File: src/rdht_pkg.sv
package rdht_pkg;

  localparam int unsigned BucketBitsDef = 10;
  localparam int unsigned WaysDef       = 4;
  localparam int unsigned CountBitsDef  = 32;
  localparam int unsigned KeyWords      = 4;
  localparam int unsigned WordBits      = 64;
  localparam int unsigned KeyBits       = KeyWords * WordBits;
  localparam int unsigned IndexBits     = 24;
  localparam int unsigned OutCountBits  = 32;

  typedef enum logic [1:0] {
    REQ_INSERT = 2'd0,
    REQ_INC    = 2'd1,
    REQ_DEC    = 2'd2,
    REQ_GET    = 2'd3
  } req_e;

  typedef enum logic [1:0] {
    ST_HIT      = 2'd0,
    ST_NOTFOUND = 2'd1,
    ST_INSERTED = 2'd2,
    ST_FULL     = 2'd3
  } status_e;

  typedef struct packed {
    logic [1:0]  req_type;
    logic [63:0] key_word0;
    logic [63:0] key_word1;
    logic [63:0] key_word2;
    logic [63:0] key_word3;
  } req_t;

  typedef struct packed {
    logic [1:0]  status;
    logic [31:0] ref_count;
    logic [23:0] bucket_index;
  } rsp_t;

  // Controller to datapath commands.
  typedef struct packed {
    logic clear;   // clear one valid row, advance the clear address
    logic load;    // capture request, start bucket read
    logic update;  // evaluate and write back, capture response
  } cmd_t;

  function automatic logic [IndexBits-1:0] parity_index(input logic [KeyBits-1:0] key);
    logic [IndexBits-1:0] idx;
    int unsigned k;
    logic [3:0] nib;
    idx = '0;
    k = 0;
    for (int unsigned b = 0; b < 32; b++) begin
      if ((b % 4) != 3) begin
        nib = key[KeyBits-1-8*b -: 4];
        idx[IndexBits-1-k] = ~^nib;
        k++;
      end
    end
    return idx;
  endfunction

endpackage

File: src/rdht_ctrl.sv
module rdht_ctrl (
  input  logic              clk_i,
  input  logic              rst_ni,
  input  logic              in_valid_i,
  output logic              in_ready_o,
  output logic              out_valid_o,
  input  logic              out_ready_i,
  input  logic              clr_done_i,
  output rdht_pkg::cmd_t    cmd_o
);
  import rdht_pkg::*;

  typedef enum logic [3:0] {
    S_CLEAR = 4'b0001,
    S_IDLE  = 4'b0010,
    S_EVAL  = 4'b0100,
    S_RESP  = 4'b1000
  } state_e;

  state_e state_q, state_d;

  always_comb begin
    state_d     = state_q;
    in_ready_o  = 1'b0;
    out_valid_o = 1'b0;
    cmd_o       = '0;
    case (state_q)
      S_CLEAR: begin
        cmd_o.clear = 1'b1;
        if (clr_done_i) state_d = S_IDLE;
      end
      S_IDLE: begin
        in_ready_o = 1'b1;
        if (in_valid_i) begin
          cmd_o.load = 1'b1;
          state_d    = S_EVAL;
        end
      end
      S_EVAL: begin
        cmd_o.update = 1'b1;
        state_d      = S_RESP;
      end
      S_RESP: begin
        out_valid_o = 1'b1;
        if (out_ready_i) state_d = S_IDLE;
      end
      default: state_d = S_IDLE;
    endcase
  end

  always_ff @(posedge clk_i or negedge rst_ni) begin
    if (!rst_ni) state_q <= S_CLEAR;
    else         state_q <= state_d;
  end
endmodule

File: config.mk
export PLATFORM = sky130hd
export DESIGN_NAME = rdht_ctrl
export DESIGN_NICKNAME = d
export VERILOG_FILES = /design/src/rdht_pkg.sv /design/src/rdht_ctrl.sv
export SDC_FILE = /design/constraint.sdc
export NUM_CORES = 1
export LEC_CHECK = 0
export ABC_AREA = 0
export BUFFER_PORTS_ARGS = -buffer_cell sky130_fd_sc_hd__buf_4
export CAP_MARGIN = 20
export CORE_AREA = 2 2 39 41
export CTS_BUF_LIST = sky130_fd_sc_hd__clkbuf_16
export DETAILED_ROUTE_END_ITERATION = 10
export DIE_AREA = 0 0 41 43
export PLACE_DENSITY = 0.34
export SLEW_MARGIN = 40
export SYNTH_ARGS = -nofsm -noshare
export SYNTH_HDL_FRONTEND = slang
export SYNTH_SLANG_ARGS = --single-unit
File: constraint.sdc
create_clock -name clk_i -period 4.05 [get_ports clk_i]
set_clock_uncertainty 0.15 [all_clocks]
set_input_delay 0.6075 -clock clk_i [delete_from_list [all_inputs] [get_ports clk_i]]
set_output_delay 0.6075 -clock clk_i [all_outputs]
set_load 0.05 [all_outputs]
==> results of run 1 <==
layer usage:
layer	GRT usage [%]	vias to the layer above
met4	8.00	0
met3	3.14	2
met2	8.44	8
met5	0	-
li1	-	103
met1	10.1	101
cells in the final DEF (no fill, tap or decap), types with 2 or more instances in the layout:
master     netlist  layout
dfrtp_1          3       3
inv_1            2       3
buf_4            1       9
clkbuf_16        0       3
nor4_1           3       3
nor4b_1          2       2
layout make-up:
cell class                 count  area share, %
multi-input combinational     14           27.2
sequential                     4           26.8
clock buffer                   3           19.9
timing repair buffer           9           17.9
tap                           16           5.30
inverter                       2           1.99
clock inverter                 1          0.993
kinds of logic (layout without fill, tap and decap cells):
kind of cell	count (synthesis)	in the layout	synth area share (%)
compound gates	3	3	11.4
buf+inv	3	15	6.86
flops	4	4	46.3
simple gates	11	11	35.4
worst max path at each step:
| stage | startpoint | end | slack, ns | cells after the start |
|---|---|---|---|---|
| 6_report | state_q[2] | cmd_o[0] | 1.89 | 3 |
| 5_1_grt | state_q[2] | cmd_o[0] | 1.76 | 3 |
| 4_1_cts | state_q[2] | cmd_o[0] | 1.90 | 3 |
| 3_5_place_dp | in_valid_i | cmd_o[1] | 2.08 | 4 |
| 3_3_place_gp | in_valid_i | cmd_o[1] | 2.09 | 4 |
| 2_1_floorplan | state_q[0] | cmd_o[2] | 1.09 | 1 |
through the flow:
step	hold slack, ns	cells	cell area, um^2	setup slack [ns]	power, uW
6_report	0.0166	49	378	1.89	358
5_1_grt	0.0164	49	378	1.76	374
4_1_cts	0.0157	49	378	1.90	360
3_5_place_dp	0.256	45	299	2.08	200
3_3_place_gp	0.256	45	299	2.09	201
2_1_floorplan	0.162	21	219	1.09	165
report_power, final:
part           switching (uW)  internal, uW  leakage (uW)
Sequential               21.3          52.8     0.0000482
Clock                    29.9           128     0.0000423
Combinational            83.8          42.2     0.0000828
Total                     135           223      0.000173
==> results.yml, run 1 <==
power:
  p_per_area_nw_per_um2: 946
  ir_drop_v: 0.000238
  p_leak_uw: 0.000173
cells_and_area:
  fillCellCount: 147
  fin_util_pct: 27.3
  regMostFlops: "state_q"
  multiInputGateArea_um2: 103
  regArea_um2: 101
  area_growth_pct: 72.6
  layout-drive-gt1-share_pct: 45.5
  antenna_cells: 0
  largest_reg_flops: 4
  fin_nets: 39
  top_regs: "state_q (4)"
floorplan:
  io_pins: 10
  coreArea_um2: 1380
  dieArea_um2: 1760
  die_x_um: 41
  die_h_um: 43
  start_util_pct: 15.8
  rows: 14
timing:
  max-slew-margin-rel_pct: 75.3
  rsz0062_at_grt: "no"
  period_needed_ns: 2.16
  fin_tns_setup_ns: 0
  setup-violations-final: 0
  worstMarginPinSlew_ns: 0.365
  slew_viol_final: 0
  fin_crit_sh_pct: 53.4
  max_freq_ghz: 0.462
  hold_viol: 0
detailed_routing:
  firstDrtPassIters: 2
  drc_errors: 0
  drt_wl_total_um: 527
  routed-wl-met2_um: 240
  met3_length_um: 29
  vias: 214
  drt-met1-wl_um: 238
  postRouteAntennaNets: 0
  drt_iter0_drc: 1
  routed.top_layer: "met4"
  viasPerCell: 4.37
  wl_per_cell_um: 10.8
yosys:
  synth-async-reset-ratio_pct: 100
  synthFlopType: "dfrtp_1"
  avgSynthCellArea_um2: 10.4
  synth_commonest_cells: "3 x dfrtp_1, 3 x nor4_1, 2 x inv_1, 2 x nor4b_1"
  synth_nets: 26
  yosys_warnings: 0
  seq_area_frac_synth_pct: 46.3
  ys_types: 15
  synth-seq-cells: 4
  yosysTopAreaCellShare_pct: 34.3
  synthCells: 21
  synth-edff-count: 0
  yosys.area.top_type: "dfrtp_1"
  synth_area_um2: 219
  synth_area_leaders: "dfrtp_1 34%, dfstp_2 12%, nor4_1 8.6%"
worst_setup_path:
  worstPathArrival_ns: 1.41
  r2r_slack_ns: 2.49
  cp_cell_sequence: "inv_1 -> nor4_1 -> buf_4"
  cp-end-kind: "output pin"
  crit_type: "reg2out"
  cp_slowest_cell: "dfrtp_1"
  cp-start-kind: "flop"
  worstRegToRegCells: 3
  r2r-end: "state_q[1]"
  r2r_start: "state_q[0]"
  cp_num_buf_inv: 2
  slowest_delay_ns: 0.44
  worstPathRequired_ns: 3.29
  cp_top_family: "flip-flops"
  crit_path_max_fanout: 7
global_route:
  grt_max_degree: 8
  antenna_found_initial: 0
  grt_usage_pct: 7.66
  grt_overflow: 0
  grt_pass1_vias: 191
  grt_pass1_wl_um: 828
placed_design:
  io_buffers: 9
  gp_congestion: 0.736
clocking:
  cts_tree: "yes"
  cts_made_buffers: 3
  post_cts_buffers: 0
  hold_buffers: 0
  clk_latency_ns: 0.23
  path_clk_slew_ns: 0.03
  cts_root_buf: "clkbuf_16"
  cts_sinks: 4
  clock_tree.buffer_depth: 2
  cts_resized: 0
  htree_levels: 1
run:
  drv_cap: 0
outcome:
  status: "complete, no violations"
worst_hold_path:
  hold_path_class: "in2async"
Power figures use the tool's default switching activity.
==> inputs of run 2 (changes only) <==
==> constraint.sdc (replaced) <==
create_clock -name clk_i -period 2.2 [get_ports clk_i]
set_clock_uncertainty 0.15 [all_clocks]
set_input_delay 0.33 -clock clk_i [delete_from_list [all_inputs] [get_ports clk_i]]
set_output_delay 0.33 -clock clk_i [all_outputs]
set_load 0.05 [all_outputs]
==> results.yml, run 2 (same netlist as run 1, synthesis figures left out) <==
cells_and_area:
  layout_commonest_cell: "buf_4"
  layout-drive-gt1-share_pct: 52.9
  fin_nets: 40
  top_regs: "state_q (4)"
  area_growth_pct: 85.7
  final_cell_mix: "9 x buf_4, 3 x inv_1, 3 x clkbuf_16, 3 x dfrtp_1"
  fin_util_pct: 29.4
  largest_reg_flops: 4
  antenna_cells: 0
  regMostFlops: "state_q"
timing:
  setup-violations-final: 0
  max-slew-margin-rel_pct: 78.4
  worstMarginPinSlew_ns: 0.321
  fin_crit_sh_pct: 87.1
  hold_viol: 0
  period_needed_ns: 1.92
  max_freq_ghz: 0.522
  slew_viol_final: 0
  rsz0062_at_grt: "no"
  fin_tns_setup_ns: 0
floorplan:
  dieArea_um2: 1760
  coreArea_um2: 1380
  io_pins: 10
  die_x_um: 41
  start_util_pct: 15.8
  die_h_um: 43
  rows: 14
clocking:
  hold_buffers: 1
  path_clk_slew_ns: 0.03
  clk_latency_ns: 0.22
  cts_root_buf: "clkbuf_16"
  post_cts_buffers: 0
  clock_tree.buffer_depth: 2
  cts_made_buffers: 3
  cts_resized: 0
  htree_levels: 1
  cts_sinks: 4
  cts_tree: "yes"
global_route:
  grt_max_degree: 8
  grt_usage_pct: 8.74
  grt_overflow: 0
  grt_pass1_vias: 211
  grt_pass1_wl_um: 966
  antenna_found_initial: 0
detailed_routing:
  drt_wl_total_um: 575
  firstDrtPassIters: 2
  drt_iter0_drc: 1
  drc_errors: 0
  wl_per_cell_um: 11.5
  viasPerCell: 3.96
  postRouteAntennaNets: 0
  vias: 198
worst_setup_path:
  crit_path_max_fanout: 7
  cp-start-kind: "flop"
  worstPathArrival_ns: 1.44
  worstPathRequired_ns: 1.72
  crit_type: "reg2out"
  cp-end-kind: "output pin"
power:
  p_leak_uw: 0.000180
  ir_drop_v: 0.000565
  p_total_uw: 669
  p_per_area_nw_per_um2: 1650
placed_design:
  io_buffers: 9
  dpl.hpwl_um: 419
  gp_congestion: 0.663
run:
  drv_cap: 0
worst_hold_path:
  hold_path_class: "in2reg"
outcome:
  status: "complete, no violations"
## run 2: cell type report
class | instances | area, um^2
well taps | 16 | 20.0
inverters | 2 | 7.51
clock buffers | 3 | 75.1
repair buffers | 10 | 77.6
multi-input cells | 14 | 121
clock inverters | 1 | 3.75
fillers | 142 | 977
flip-flops and latches | 4 | 101
## run 2: through the flow
stage / hold WS [ns] / instance area, um^2 / cells / setup WS [ns]
2_1_floorplan: -0.116 / 238 / 21 / 0.0538
3_3_place_gp: -0.0232 / 318 / 45 / 0.508
3_5_place_dp: -0.0210 / 318 / 45 / 0.534
4_1_cts: 0.0844 / 407 / 50 / 0.280
5_1_grt: 0.0863 / 407 / 50 / 0.191
6_report: 0.0842 / 407 / 50 / 0.284
## run 2: per-layer routing
metal | vias to the layer above | share of wire [%] | global-route usage, %
li1 | 103 | - | -
met1 | 88 | 53 | 12.9
met2 | 7 | 43 | 8.13
met3 | 0 | 3.8 | 4.71
met4 | 0 | 0 | 8.00
met5 | - | 0 | 0
## run 2: power breakdown
part           switching (uW)  leakage (uW)  total [uW]  internal (uW)
combinational             155     0.0000898         239           83.3
sequential               48.2     0.0000482         145           97.1
clock                    50.8     0.0000423         285            234
total                     254      0.000180         669            415
## run 2: path summary, 6_finish.rpt
kind                            startpoint    endpoint  slack (ns)  cells past startpoint
worst max-delay path            state_q[2]    cmd_o[0]        0.28                      3
min in group asynchronous           rst_ni  state_q[3]        0.29                      2
max in group asynchronous           rst_ni  state_q[0]        1.42                      2
worst min-delay path            clr_done_i  state_q[0]        0.08                      2
worst max register to register  state_q[0]  state_q[1]        0.60                      3
worst min register to register  state_q[3]  state_q[2]        0.47                      1
## run 2: worst max-delay path: stages, from the launching register on
cell and delay [ns]:
dfrtp_1 0.50, inv_1 0.10, nor4_1 0.34, buf_4 0.27
==> inputs of run 3 (changes only) <==
--- a/config.mk
+++ b/config.mk
@@ -13,6 +13,7 @@
 export DETAILED_ROUTE_END_ITERATION = 10
 export DIE_AREA = 0 0 41 43
 export PLACE_DENSITY = 0.34
+export REMOVE_ABC_BUFFERS = 1
 export SLEW_MARGIN = 40
 export SYNTH_ARGS = -nofsm -noshare
 export SYNTH_HDL_FRONTEND = slang
==> results.yml, run 3 (same netlist as run 1, synthesis figures left out) <==
outcome:
  status: "complete, no violations"
floorplan:
  dieArea_um2: 1760
  die_h_um: 43
  coreArea_um2: 1380
  die_x_um: 41
  start_util_pct: 15.8
  rows: 14
  io_pins: 10
global_route:
  grt_pass1_vias: 209
  grt_usage_pct: 8.65
  grt_pass1_wl_um: 910
  grt_overflow: 0
  grt_max_degree: 8
  antenna_found_initial: 0
clocking:
  cts_root_buf: "clkbuf_16"
  clk_latency_ns: 0.23
  htree_levels: 1
  clock_tree.buffer_depth: 2
  post_cts_buffers: 0
  cts_made_buffers: 3
  path_clk_slew_ns: 0.03
  cts_sinks: 4
  cts_tree: "yes"
power:
  power.internal_uw: 411
  p_sw_share_pct: 37.7
  p_total_uw: 660
  combinationalPowerShare_pct: 35.1
  p_leak_uw: 0.000178
  ir_drop_v: 0.000536
  seqPwrFrac_pct: 20.6
  pwr-share-clk_pct: 44.2
  power_switching_uw: 249
  p_per_area_nw_per_um2: 1700
timing:
  setup-violations-final: 0
  hold_viol: 0
  fin_crit_sh_pct: 84.8
  slew_viol_final: 0
  rsz0062_at_grt: "no"
  fin_tns_setup_ns: 0
  period_needed_ns: 1.87
  worstMarginPinSlew_ns: 0.362
  max-slew-margin-rel_pct: 75.6
  max_freq_ghz: 0.536
detailed_routing:
  firstDrtPassIters: 4
  postRouteAntennaNets: 0
  drt_wl_total_um: 546
  vias: 220
  viasPerCell: 4.40
  drt_iter0_drc: 2
  wl_per_cell_um: 10.9
  drc_errors: 0
cells_and_area:
  top_regs: "state_q (4)"
  multiInputGateArea_um2: 103
  regMostFlops: "state_q"
  area_growth_pct: 77.1
  antenna_cells: 0
  fin_nets: 40
  largest_reg_flops: 4
  regArea_um2: 101
  final_cell_mix: "9 x buf_4, 3 x inv_1, 3 x nor4_1, 3 x clkbuf_16, 3 x dfrtp_1"
  layout-drive-gt1-share_pct: 44.1
  layout_commonest_cell: "buf_4"
  fillCellCount: 153
worst_setup_path:
  crit_type: "reg2out"
  r2r_start: "state_q[0]"
  endpoint: "cmd_o[2]"
  setup.worst_path.start: "state_q[0]"
  r2r-end: "state_q[1]"
  worstPathRequired_ns: 1.72
  cp-end-kind: "output pin"
  cp-start-kind: "flop"
  worstRegToRegCells: 3
  r2r_slack_ns: 0.63
  crit_path_max_fanout: 6
  worstPathArrival_ns: 1.39
worst_hold_path:
  hold_path_class: "in2reg"
placed_design:
  dpl.hpwl_um: 389
  gp_congestion: 0.762
  io_buffers: 9
run:
  drv_cap: 0
## run 3: cell types whose count changed in the layout (fill, tap and decap cells not counted)
cell,delta
nor4_1,+1
nor4_2,-1
nor4b_1,+2
nor4b_2,-2
## run 3: critical path: stages, from the launching register on
cell and delay (ns):
dfstp_2 0.56, nor4b_1 0.33, buf_4 0.27
## run 3: layout make-up
| type | count | area share (%) |
|---|---|---|
| Inverter | 2 | 1.94 |
| Multi-Input combinational cell | 14 | 26.5 |
| Clock inverter | 1 | 0.968 |
| Tap cell | 16 | 5.16 |
| Clock buffer | 3 | 19.4 |
| Timing Repair Buffer | 10 | 20.0 |
| Sequential cell | 4 | 26.1 |
## run 3: routing by layer
layer / up-vias / GRT usage (%) / share of wire [%]
li1: 104 / - / -
met1: 106 / 9.71 / 45
met2: 8 / 10.0 / 46
met3: 2 / 7.85 / 7.7
met4: 0 / 6.00 / 1.3
met5: - / 0 / 0
## run 3: worst min path at each step
stage | startpoint | to | cells past startpoint
finish | clr_done_i | state_q[0] | 2
floorplan | rst_ni | state_q[1] | 0
CTS | clr_done_i | state_q[0] | 2
global placement | rst_ni | state_q[1] | 1
global route | clr_done_i | state_q[0] | 2
detailed placement | rst_ni | state_q[1] | 1
## run 3: timing repair
action                                 in CTS  in global routing
endpoints found under the hold margin       4                  0
resized for setup                           0                  0
hold buffers                                1                  0
## run 3: power groups by stage
stage               clock [uW]  combinational (uW)  sequential [uW]
floorplan                    0                 172              126
global placement             0                 233              139
detailed placement           0                 232              135
CTS                        296                 234              135
global route               307                 247              143
finish                     292                 232              136
## run 3: per-stage QoR
stage | cells | util, % | setup WS (ns) | hold WS, ns | instance area [um^2]
floorplan | 20 | - | -0.652 | -0.116 | 211
global placement | 45 | 21.6 | 0.518 | -0.0178 | 299
detailed placement | 45 | 21.6 | 0.559 | -0.0194 | 299
CTS | 50 | 28.0 | 0.307 | 0.0799 | 388
global route | 50 | 28.0 | 0.216 | 0.0811 | 388
finish | 50 | 28.0 | 0.335 | 0.0810 | 388
